===== src/design/wsfhp_pkg.sv =====
// Shared types and constants for the WebSocket frame header parser.
package wsfhp_pkg;

    // Parser phase: which header byte is expected next
    typedef enum logic [1:0] {
        PH_FIRST  = 2'd0,
        PH_SECOND = 2'd1,
        PH_EXTLEN = 2'd2,
        PH_KEY    = 2'd3
    } phase_t;

    // Status codes of a finished header
    typedef enum logic [1:0] {
        ST_OK        = 2'd0,
        ST_RESERVED  = 2'd1,
        ST_TOO_LONG  = 2'd2,
        ST_BAD_OPCODE = 2'd3
    } status_t;

    // Configuration register indexes
    localparam logic CFG_MAX_LONG_LENGTH   = 1'b0;
    localparam logic CFG_OPCODE_ACCEPT_MASK = 1'b1;

    localparam logic [30:0] MAX_LONG_LENGTH_RST    = 31'h7FFF_FFFF;
    localparam logic [15:0] OPCODE_ACCEPT_MASK_RST = 16'h0107;

    // Seven-bit length codes that announce an extended length
    localparam logic [6:0] LEN_CODE_16 = 7'd126;
    localparam logic [6:0] LEN_CODE_64 = 7'd127;

    localparam logic [3:0] EXT16_BYTES = 4'd2;
    localparam logic [3:0] EXT64_BYTES = 4'd8;
    localparam logic [3:0] KEY_BYTES   = 4'd4;

    // One decoded header
    typedef struct packed {
        logic [1:0]  status;
        logic [3:0]  header_length;
        logic [30:0] payload_length;
        logic [31:0] mask_key;
        logic        mask_flag;
        logic [3:0]  frame_opcode;
        logic        fin_flag;
    } result_t;

    // Step request into the parser core and its answer
    typedef struct packed {
        logic       step;
        logic [7:0] data_byte;
    } core_req_t;

    typedef struct packed {
        logic    done;
        result_t result;
    } core_rsp_t;

endpackage


===== src/design/wsfhp_core.sv =====
// Header parser state and per-byte decode of the WebSocket frame header.
module wsfhp_core (
    input  logic                aclk,
    input  logic                aresetn,
    input  wsfhp_pkg::core_req_t req,
    input  logic [30:0]         max_long_length,
    input  logic [15:0]         opcode_accept_mask,
    output wsfhp_pkg::core_rsp_t rsp
);

    wsfhp_pkg::phase_t phase_reg, phase_next;
    logic [3:0]  bytes_left_reg, bytes_left_next;
    logic        fin_reg, fin_next;
    logic [2:0]  reserved_reg, reserved_next;
    logic [3:0]  opcode_reg, opcode_next;
    logic        mask_flag_reg, mask_flag_next;
    logic [6:0]  short_len_reg, short_len_next;
    logic [63:0] ext_len_reg, ext_len_next;
    logic [31:0] key_reg, key_next;
    logic [3:0]  byte_count_reg, byte_count_next;
    logic        done;
    logic [7:0]  b;
    logic        too_long;
    logic [30:0] len;
    wsfhp_pkg::status_t status;

    assign b = req.data_byte;

    always_comb begin
        phase_next      = phase_reg;
        bytes_left_next = bytes_left_reg;
        fin_next        = fin_reg;
        reserved_next   = reserved_reg;
        opcode_next     = opcode_reg;
        mask_flag_next  = mask_flag_reg;
        short_len_next  = short_len_reg;
        ext_len_next    = ext_len_reg;
        key_next        = key_reg;
        byte_count_next = byte_count_reg;
        done            = 1'b0;
        case (phase_reg)
            wsfhp_pkg::PH_SECOND: begin
                mask_flag_next  = b[7];
                short_len_next  = b[6:0];
                ext_len_next    = '0;
                key_next        = '0;
                byte_count_next = 4'd2;
                if (b[6:0] == wsfhp_pkg::LEN_CODE_16) begin
                    bytes_left_next = wsfhp_pkg::EXT16_BYTES;
                    phase_next      = wsfhp_pkg::PH_EXTLEN;
                end else if (b[6:0] == wsfhp_pkg::LEN_CODE_64) begin
                    bytes_left_next = wsfhp_pkg::EXT64_BYTES;
                    phase_next      = wsfhp_pkg::PH_EXTLEN;
                end else if (b[7]) begin
                    bytes_left_next = wsfhp_pkg::KEY_BYTES;
                    phase_next      = wsfhp_pkg::PH_KEY;
                end else begin
                    done = 1'b1;
                end
            end
            wsfhp_pkg::PH_EXTLEN: begin
                ext_len_next    = {ext_len_reg[55:0], b};
                byte_count_next = byte_count_reg + 4'd1;
                bytes_left_next = bytes_left_reg - 4'd1;
                if (bytes_left_next == 4'd0) begin
                    if (mask_flag_reg) begin
                        bytes_left_next = wsfhp_pkg::KEY_BYTES;
                        phase_next      = wsfhp_pkg::PH_KEY;
                    end else begin
                        done = 1'b1;
                    end
                end
            end
            wsfhp_pkg::PH_KEY: begin
                key_next        = {key_reg[23:0], b};
                byte_count_next = byte_count_reg + 4'd1;
                bytes_left_next = bytes_left_reg - 4'd1;
                if (bytes_left_next == 4'd0) begin
                    done = 1'b1;
                end
            end
            default: begin
                fin_next        = b[7];
                reserved_next   = b[6:4];
                opcode_next     = b[3:0];
                mask_flag_next  = 1'b0;
                short_len_next  = '0;
                ext_len_next    = '0;
                key_next        = '0;
                byte_count_next = 4'd1;
                bytes_left_next = '0;
                phase_next      = wsfhp_pkg::PH_SECOND;
            end
        endcase
        // a finished header sends the parser back to the first byte
        if (done) begin
            phase_next      = wsfhp_pkg::PH_FIRST;
            bytes_left_next = '0;
        end
    end

    // Result fields from the post-step header values
    always_comb begin
        too_long = (|ext_len_next[63:31]) || (ext_len_next[30:0] > max_long_length);
        if (short_len_next == wsfhp_pkg::LEN_CODE_16) begin
            len = {15'd0, ext_len_next[15:0]};
        end else if (short_len_next == wsfhp_pkg::LEN_CODE_64) begin
            len = ext_len_next[30:0];
        end else begin
            len = {24'd0, short_len_next};
        end
        if (reserved_next != 3'd0) begin
            status = wsfhp_pkg::ST_RESERVED;
        end else if (short_len_next == wsfhp_pkg::LEN_CODE_64 && too_long) begin
            status = wsfhp_pkg::ST_TOO_LONG;
        end else if (!opcode_accept_mask[opcode_next]) begin
            status = wsfhp_pkg::ST_BAD_OPCODE;
        end else begin
            status = wsfhp_pkg::ST_OK;
        end
        rsp.done                  = done;
        rsp.result.fin_flag       = fin_next;
        rsp.result.frame_opcode   = opcode_next;
        rsp.result.mask_flag      = mask_flag_next;
        rsp.result.mask_key       = mask_flag_next ? key_next : 32'd0;
        rsp.result.payload_length = (status == wsfhp_pkg::ST_OK) ? len : 31'd0;
        rsp.result.header_length  = byte_count_next;
        rsp.result.status         = status;
    end

    always_ff @(posedge aclk) begin
        if (!aresetn) begin
            phase_reg      <= wsfhp_pkg::PH_FIRST;
            bytes_left_reg <= '0;
            fin_reg        <= 1'b0;
            reserved_reg   <= '0;
            opcode_reg     <= '0;
            mask_flag_reg  <= 1'b0;
            short_len_reg  <= '0;
            ext_len_reg    <= '0;
            key_reg        <= '0;
            byte_count_reg <= '0;
        end else if (req.step) begin
            phase_reg      <= phase_next;
            bytes_left_reg <= bytes_left_next;
            fin_reg        <= fin_next;
            reserved_reg   <= reserved_next;
            opcode_reg     <= opcode_next;
            mask_flag_reg  <= mask_flag_next;
            short_len_reg  <= short_len_next;
            ext_len_reg    <= ext_len_next;
            key_reg        <= key_next;
            byte_count_reg <= byte_count_next;
        end
    end

endmodule


===== src/design/websocket_frame_header_parser_top.sv =====
// Top level of the WebSocket frame header parser: stream ports, config, staging.
//
//  channel   | ports               | payload
//  ----------+---------------------+---------------------------------------------
//  input     | s_tvalid/tready     | s_tdata[7:0]  : data_byte
//  result    | m_tvalid/tready     | m_tdata[79:0] : header fields, one per header
//  config    | cfg_wr_en/index     | cfg_wdata[30:0], no read-back
//
// One header byte is taken per cycle while no stalled result holds the byte that
// finishes a header; a transaction moves from the input register through the
// parser core into the result register in one step.
// Reset (aresetn low, synchronous) empties both registers, returns the parser
// to the first header byte and restores both config registers.
// A stalled result holds only the byte that would finish the next header;
// all other bytes keep advancing.
module websocket_frame_header_parser_top (
    input  logic        aclk,
    input  logic        aresetn,
    // input stream
    input  logic        s_tvalid,
    output logic        s_tready,
    input  logic [7:0]  s_tdata,    // [7:0] data_byte
    // result stream
    output logic        m_tvalid,
    input  logic        m_tready,
    output logic [79:0] m_tdata,    // [0] fin_flag, [4:1] frame_opcode, [5] mask_flag,
                                    // [37:6] mask_key, [68:38] payload_length,
                                    // [72:69] header_length, [74:73] status, [79:75] zero
    // configuration writes
    input  logic        cfg_wr_en,
    input  logic        cfg_index,
    input  logic [30:0] cfg_wdata
);

    logic [30:0] max_long_length_reg;
    logic [15:0] opcode_accept_mask_reg;

    logic        in_valid_reg;
    logic [7:0]  in_byte_reg;
    logic        out_valid_reg;
    wsfhp_pkg::result_t out_result_reg;

    wsfhp_pkg::core_req_t core_req;
    wsfhp_pkg::core_rsp_t core_rsp;
    logic out_free;
    logic consume;

    // Configuration registers
    always_ff @(posedge aclk) begin
        if (!aresetn) begin
            max_long_length_reg    <= wsfhp_pkg::MAX_LONG_LENGTH_RST;
            opcode_accept_mask_reg <= wsfhp_pkg::OPCODE_ACCEPT_MASK_RST;
        end else if (cfg_wr_en) begin
            case (cfg_index)
                wsfhp_pkg::CFG_MAX_LONG_LENGTH:    max_long_length_reg <= cfg_wdata;
                wsfhp_pkg::CFG_OPCODE_ACCEPT_MASK: opcode_accept_mask_reg <= cfg_wdata[15:0];
                default: ;
            endcase
        end
    end

    // Drain the staged byte unless it finishes a header while the result is stuck
    assign out_free = !out_valid_reg || m_tready;
    assign consume  = in_valid_reg && (!core_rsp.done || out_free);
    assign s_tready = !in_valid_reg || consume;

    assign core_req.step      = consume;
    assign core_req.data_byte = in_byte_reg;

    wsfhp_core u_core (
        .aclk               (aclk),
        .aresetn            (aresetn),
        .req                (core_req),
        .max_long_length    (max_long_length_reg),
        .opcode_accept_mask (opcode_accept_mask_reg),
        .rsp                (core_rsp)
    );

    // Input register
    always_ff @(posedge aclk) begin
        if (!aresetn) begin
            in_valid_reg <= 1'b0;
        end else if (s_tready) begin
            in_valid_reg <= s_tvalid;
        end
    end

    always_ff @(posedge aclk) begin
        if (s_tready && s_tvalid) begin
            in_byte_reg <= s_tdata;
        end
    end

    // Result register: load on a finished header, drop on hand-off
    always_ff @(posedge aclk) begin
        if (!aresetn) begin
            out_valid_reg <= 1'b0;
        end else if (consume && core_rsp.done) begin
            out_valid_reg <= 1'b1;
        end else if (m_tready) begin
            out_valid_reg <= 1'b0;
        end
    end

    always_ff @(posedge aclk) begin
        if (consume && core_rsp.done) begin
            out_result_reg <= core_rsp.result;
        end
    end

    assign m_tvalid = out_valid_reg;
    assign m_tdata  = {5'd0,
                       out_result_reg.status,
                       out_result_reg.header_length,
                       out_result_reg.payload_length,
                       out_result_reg.mask_key,
                       out_result_reg.mask_flag,
                       out_result_reg.frame_opcode,
                       out_result_reg.fin_flag};

endmodule

===== config.mk =====
export PLATFORM = sky130hd
export DESIGN_NAME = websocket_frame_header_parser_top
export DESIGN_NICKNAME = d
export VERILOG_FILES = /design/src/design/wsfhp_pkg.sv /design/src/design/wsfhp_core.sv /design/src/design/websocket_frame_header_parser_top.sv
export SDC_FILE = /design/constraint.sdc
export NUM_CORES = 1
export LEC_CHECK = 0
export BUFFER_PORTS_ARGS = -buffer_cell sky130_fd_sc_hd__buf_2
export CAP_MARGIN = 20
export CORE_ASPECT_RATIO = 1.75
export CORE_MARGIN = 2
export CORE_UTILIZATION = 59
export CTS_CLUSTER_SIZE = 24
export DETAILED_ROUTE_END_ITERATION = 12
export PLACE_DENSITY = 0.8
export SLEW_MARGIN = 20
export SYNTH_ARGS = -nofsm -noshare
export SYNTH_HDL_FRONTEND = slang
export SYNTH_HIERARCHICAL = 1
export SYNTH_SLANG_ARGS = --single-unit

===== constraint.sdc =====
create_clock -name aclk -period 7.8 [get_ports aclk]
set_input_delay 0 -clock aclk [delete_from_list [all_inputs] [get_ports aclk]]
set_output_delay 0 -clock aclk [all_outputs]
set_load 0.01 [all_outputs]

### Yosys cells after proc, flatten, opt, wreduce, memory -nomap -nowiden

Index checks and enable logic that the tools add are counted.

* register bits: 254
* bits in latches: 0
* RAM bits: 0
* ROM bits: 0
* bits of input ports: 45
* logic and storage cells: 102
* memories: 0

* add/subtract/negate cells: 2
* $mul: 0
* divide/modulo/power cells: 0
* order comparisons: 2
* eq/ne operators: 11
* shifts and indexed selects: 0
* muxes and demuxes: 38
* bitwise operators: 3
* reductions and logical operators: 23

Operators with widths (number)
* case mux 64 bit (2 select lines): 1
* case mux 32 bit (2 select lines): 1
* OR reduction 33 bit: 1
* 2-to-1 mux 16 bit: 2
* > comparator 31 bit: 1
* == test 7 bit (second input constant): 4
* 2-to-1 mux 4 bit: 7
* 2-to-1 mux 2 bit: 9
* case mux 7 bit (2 select lines): 1
* case mux 4 bit (3 select lines): 1
* 2-to-1 mux 1 bit: 10
* case mux 4 bit (2 select lines): 1
* != test 3 x 1 -> 1 bit (second input constant): 2
* case mux 2 bit (3 select lines): 1
* AND reduction 2 bit: 3
* OR reduction 3 bit: 2
* less-than comparator 4 x 5 -> 1 bit (second input constant): 1
* != test 5 x 2 -> 1 bit (second input constant): 1
* AND reduction 5 bit: 1
* adder 4 x 1 -> 4 bit (second input constant): 1
* binary-select mux 1 bit (select 4 bit): 1
* == test 2 bit (second input constant): 2
* logical AND 1 bit: 4
* logical NOT 4 bit: 1
* other kinds (13): 20

### Depth between registers and ports, before layout

* depth in word-level cells: 11
* depth in mapped cells: 17
* depth with buffers taken out: 14

### Cells and area by module

The synthesis kept the hierarchy.

Modules (own cells, without submodules)
* wsfhp_core: instances 1, cells each 877, area an instance 7298.2 µm², sequential area each 2442.3 µm²
* websocket_frame_header_parser_top: instances 1, cells each 312, area an instance 4675.7 µm², sequential area each 3473.3 µm²

### Worst setup path before layout

OpenSTA, ideal clock, no wires.

* path type: register to register
* start: reg u_core.phase_reg[1]
* end: reg out_result_reg (netlist bit m_tdata[0]), enable pin
* setup time: 509 ps
* arrival time: 4924 ps
* required time: 7291 ps
* path slack: 2367 ps
* cell stages (with the launch flop): 11
* path buffers: 3
* path through: dfxtp_1 ha_1 buf_2 clkbuf_1 a21oi_1 o32ai_1 nand2_1 inv_1 buf_4 nand2_1 nor2_1

* cells in the longest elaborated chain, start to end: 6

Ends and longest elaborated chain
* start: declaration: RTL line wsfhp_core.sv:11 `wsfhp_pkg::phase_t phase_reg, phase_next;`
* start signal: assignment: RTL line wsfhp_core.sv:133 `phase_reg <= wsfhp_pkg::PH_FIRST;`
* start signal: assignment: RTL line wsfhp_core.sv:144 `phase_reg <= phase_next;`
* == test 2 bit or == test 2 x 1 -> 1 bit (tied branches): RTL line wsfhp_core.sv:41 `case (phase_reg)`
* case mux 1 bit (3 select lines) (*): RTL line wsfhp_core.sv:41
* named net u_core.done: RTL line wsfhp_core.sv:21 `logic done;`
* logical NOT 1 bit: RTL line websocket_frame_header_parser_top.sv:64 `assign consume = in_valid_reg && (!core_rsp.done || out_free);`
* logical OR 1 bit: RTL line websocket_frame_header_parser_top.sv:64
* logical AND 1 bit: RTL line websocket_frame_header_parser_top.sv:64
* logical AND 1 bit (*): RTL line websocket_frame_header_parser_top.sv:106 `if (consume && core_rsp.done) begin`
* end signal: assignment: RTL line websocket_frame_header_parser_top.sv:107 `out_result_reg <= core_rsp.result;`
* end: declaration: RTL line websocket_frame_header_parser_top.sv:41 `wsfhp_pkg::result_t out_result_reg;`

Mark *: on every way through the listed nets, which the timed path passes. The rest lies on a longest branch.
A chain may end at the register's enable or synchronous reset.

==> results.py <==
metrics = {
    "clocking": {
        "htreeDepth": 1,
        "cts_tree": "yes",
        "clk_pin_slew_ns": 0.07,
        "clk_latency_ns": 0.51,
        "cts_sinks": 254,
        "clock_tree.root_cell": "clkbuf_16",
        "clockBufferDepth": 3,
        "cts_buffers": 23,
        "postCtsSetupRepairBufs": 0,
    },
    "cells_and_area": {
        "drive_above_1_share_pct": 14.92,
        "final_common_cell": "dfxtp_1",
        "layout.nets": 1372,
        "layout_common_cells": "dfxtp_1, a22oi_1, buf_2",
        "area_growth_pct": 14.74,
        "n_antenna_cell": 0,
        "fill_cells": 1572,
        "final_area_mm2": 0.01374,
        "register_area_mm2": 0.005916,
        "multi_input_area_mm2": 0.005229,
        "largest_reg_flops": 75,
    },
    "worst_setup_path": {
        "reg2reg_depth": 13,
        "slowest_delay_ns": 0.78,
        "cp.required_ns": 8.06,
        "path_cells": "ha_2 > nor2_2 > nor2_4 > a22oi_1 > inv_1 > ha_1 > nand4_1 > nand4bb_1 > or4_1 > or4b_4 > o31ai_2 > a31oi_2 > o31a_1",
        "cp.arrival_ns": 5.28,
        "cp_slowest_cell": "ha_2",
        "crit_buf_inv": 1,
        "cpLargestDelayFamily": "simple AND/OR/NAND/NOR gates",
        "critPathLaunchType": "register",
        "crit_type": "reg2reg",
        "crit_fanout": 39,
        "r2r-start": "u_core/phase_reg[1]",
        "endpoint_kind": "register",
        "r2r_slack_ns": 2.79,
        "r2r_end": "m_tdata[74]",
    },
    "detailed_routing": {
        "avgViaCountPerCell": 6.073,
        "routed_wl_um": 30360,
        "wire_per_inst_um": 19.52,
        "ant_nets": 0,
        "drt-pass1-iter-count": 6,
        "first_iter_violations": 676,
        "vias": 9443,
        "route.detailed.drc": 0,
    },
    "sta": {
        "fin_crit_ns": 5.010,
        "worst_pin_slew_ns": 1.124,
        "setup_viol": 0,
        "fmax_ghz": 0.1996,
        "grt_setup_unrepaired": "false",
        "skew_ns": 0.006700,
        "fin_crit_sh_pct": 64.24,
        "setup_tns_ns": 0,
        "fin_hold_ws_ns": 0.002715,
        "timing.slew.headroom_pct": 24.08,
        "setup_ws_ns": 2.790,
        "report.final.slew_viol_count": 0,
        "hold_viol": 0,
    },
    "logic_synthesis": {
        "synthArstFlopShare_pct": 0,
        "synth_compound_area_share_pct": 19.71,
        "netlist_area_mm2": 0.01197,
        "synth_top_family_by_area": "compound AO/OA/AOI/OAI gates",
        "muxShareOfSynthArea_pct": 2.675,
        "synth_adder_area_share_pct": 4.013,
        "synthSimpleGateAreaFrac_pct": 16.50,
        "ys_ff_latch": 254,
        "synth_cell_type_count": 73,
        "yosys_warnings": 6,
        "syn_area_per_cell_um2": 10.07,
        "syn_inst": 1189,
        "ys.flop_type": "dfxtp_1",
        "synth_edf_count": 83,
        "ys_seq_area_share_pct": 49.40,
        "synth_xor_area_share_pct": 0.3657,
    },
    "run": {
        "maxCapViolCount": 0,
    },
    "outcome": {
        "status": "finished clean",
    },
    "die": {
        "coreArea_mm2": 0.02012,
        "die_area_mm2": 0.02150,
        "initial_utilization_pct": 59.53,
        "die_w_um": 111.7,
        "rows": 69,
        "dieHeight_um": 192.5,
        "io_pins": 127,
    },
    "global_route": {
        "grt_usage_pct": 27.40,
        "grt_max_degree": 106,
        "grt_pass1_vias": 8968,
        "grt_pass1_wl_um": 47210,
        "grt_antenna_before_repair": 0,
        "grt_overflow": 0,
    },
    "power_and_ir_drop": {
        "leakage_nw": 5.754,
        "powerDensity_mw_per_mm2": 207.0,
        "ir_drop_mv": 0.2293,
        "totalPowerFinal_mw": 2.844,
    },
    "hold_path": {
        "hold_class": "in2reg",
        "min_from": "aresetn",
        "worstHoldPathCells": 2,
        "hold_end": "opcode_accept_mask_reg[14]",
    },
    "placed_design": {
        "dp_slack_ns": 2.890,
        "dpl.hpwl_um": 20540,
        "placed_area_mm2": 0.01251,
        "io_buffers": 121,
        "routabilityCongestion": 0.9444,
    },
}
## worst reg2reg max path, stage by stage, from the launching register on
cell,delay [ns]
dfxtp_1,0.45
ha_2,0.78
nor2_2,0.23
nor2_4,0.67
a22oi_1,0.25
inv_1,0.13
ha_1,0.15
nand4_1,0.15
nand4bb_1,0.27
or4_1,0.54
or4b_4,0.51
o31ai_2,0.21
a31oi_2,0.14
o31a_1,0.30
## how the worst max path moves through the flow
stage,startpoint,cells after the start,slack [ns],end
floorplan,u_core/phase_reg[1],10,2.37,m_tdata[0]
global placement,u_core/phase_reg[1],13,3.00,m_tdata[74]
detailed placement,u_core/phase_reg[1],13,2.89,m_tdata[74]
CTS,u_core/phase_reg[1],13,2.85,m_tdata[74]
global route,u_core/phase_reg[1],13,2.39,m_tdata[51]
finish,u_core/phase_reg[1],13,2.79,m_tdata[74]
## timing repair
| item | 4_1_cts | 5_1_grt |
|---|---|---|
| resized for setup | 0 | 0 |
| hold buffers | 42 | 0 |
| hold endpoints to repair | 57 | 0 |
## area by class of cell
type                       instances  share of cell area [%]
timing repair buffer             172                   7.977
clock inverter                    11                  0.9744
multi-input combinational        739                   38.06
inverter                         101                   2.759
sequential                       254                   43.06
tap                              248                   2.258
clock buffer                      30                   4.918
## cell families (layout without fill, tap and decap cells)
| logic type | Yosys count | after routing |
|---|---|---|
| buffers and inverters | 200 | 314 |
| multiplexers | 28 | 28 |
| flip-flops | 254 | 254 |
| XOR/XNOR | 5 | 5 |
| AND/OR/NAND/NOR | 353 | 353 |
| other | 1 | 5 |
| adder cells (fa/ha/maj) | 39 | 39 |
| AO/OA/AOI/OAI | 309 | 309 |
## synth_stat cells (20+ instances only)
| cell | n | area [um2] |
|---|---|---|
| nor4_1 | 33 | 206.5 |
| a21oi_1 | 22 | 110.1 |
| nor2_1 | 57 | 214.0 |
| ha_1 | 36 | 450.4 |
| edfxtp_1 | 83 | 2492 |
| a22oi_1 | 122 | 915.9 |
| o211ai_1 | 32 | 240.2 |
| nand2_1 | 68 | 255.2 |
| inv_1 | 101 | 379.1 |
| o211a_1 | 29 | 290.3 |
| a21boi_0 | 20 | 150.1 |
| nor2b_1 | 79 | 494.2 |
| o21ai_0 | 23 | 115.1 |
| dfxtp_1 | 171 | 3423 |
| nand3b_1 | 32 | 240.2 |
| clkbuf_1 | 58 | 217.7 |
| mux2i_1 | 22 | 220.2 |
## where the power goes
part	total (mW)	switching, mW	leakage (nW)	internal, mW
clock	1.21	0.495	0.397	0.711
sequential	1.43	0.0337	2.09	1.39
combinational	0.212	0.123	3.27	0.0895
## routing by layer
metal | track usage, % | part of all wire, %
met1 | 30.11 | 37
met2 | 51.07 | 52
met5 | 0 | 0
met4 | 15.29 | 5.9
met3 | 2.952 | 4.6
## through the flow
step | utilization [%] | instances
floorplan | - | 1193
global placement | 62.18 | 1472
detailed placement | 62.18 | 1472
CTS | 68.30 | 1555
global route | 68.30 | 1555
finish | 68.30 | 1555
No activity file was read; power rests on OpenSTA's default activity.
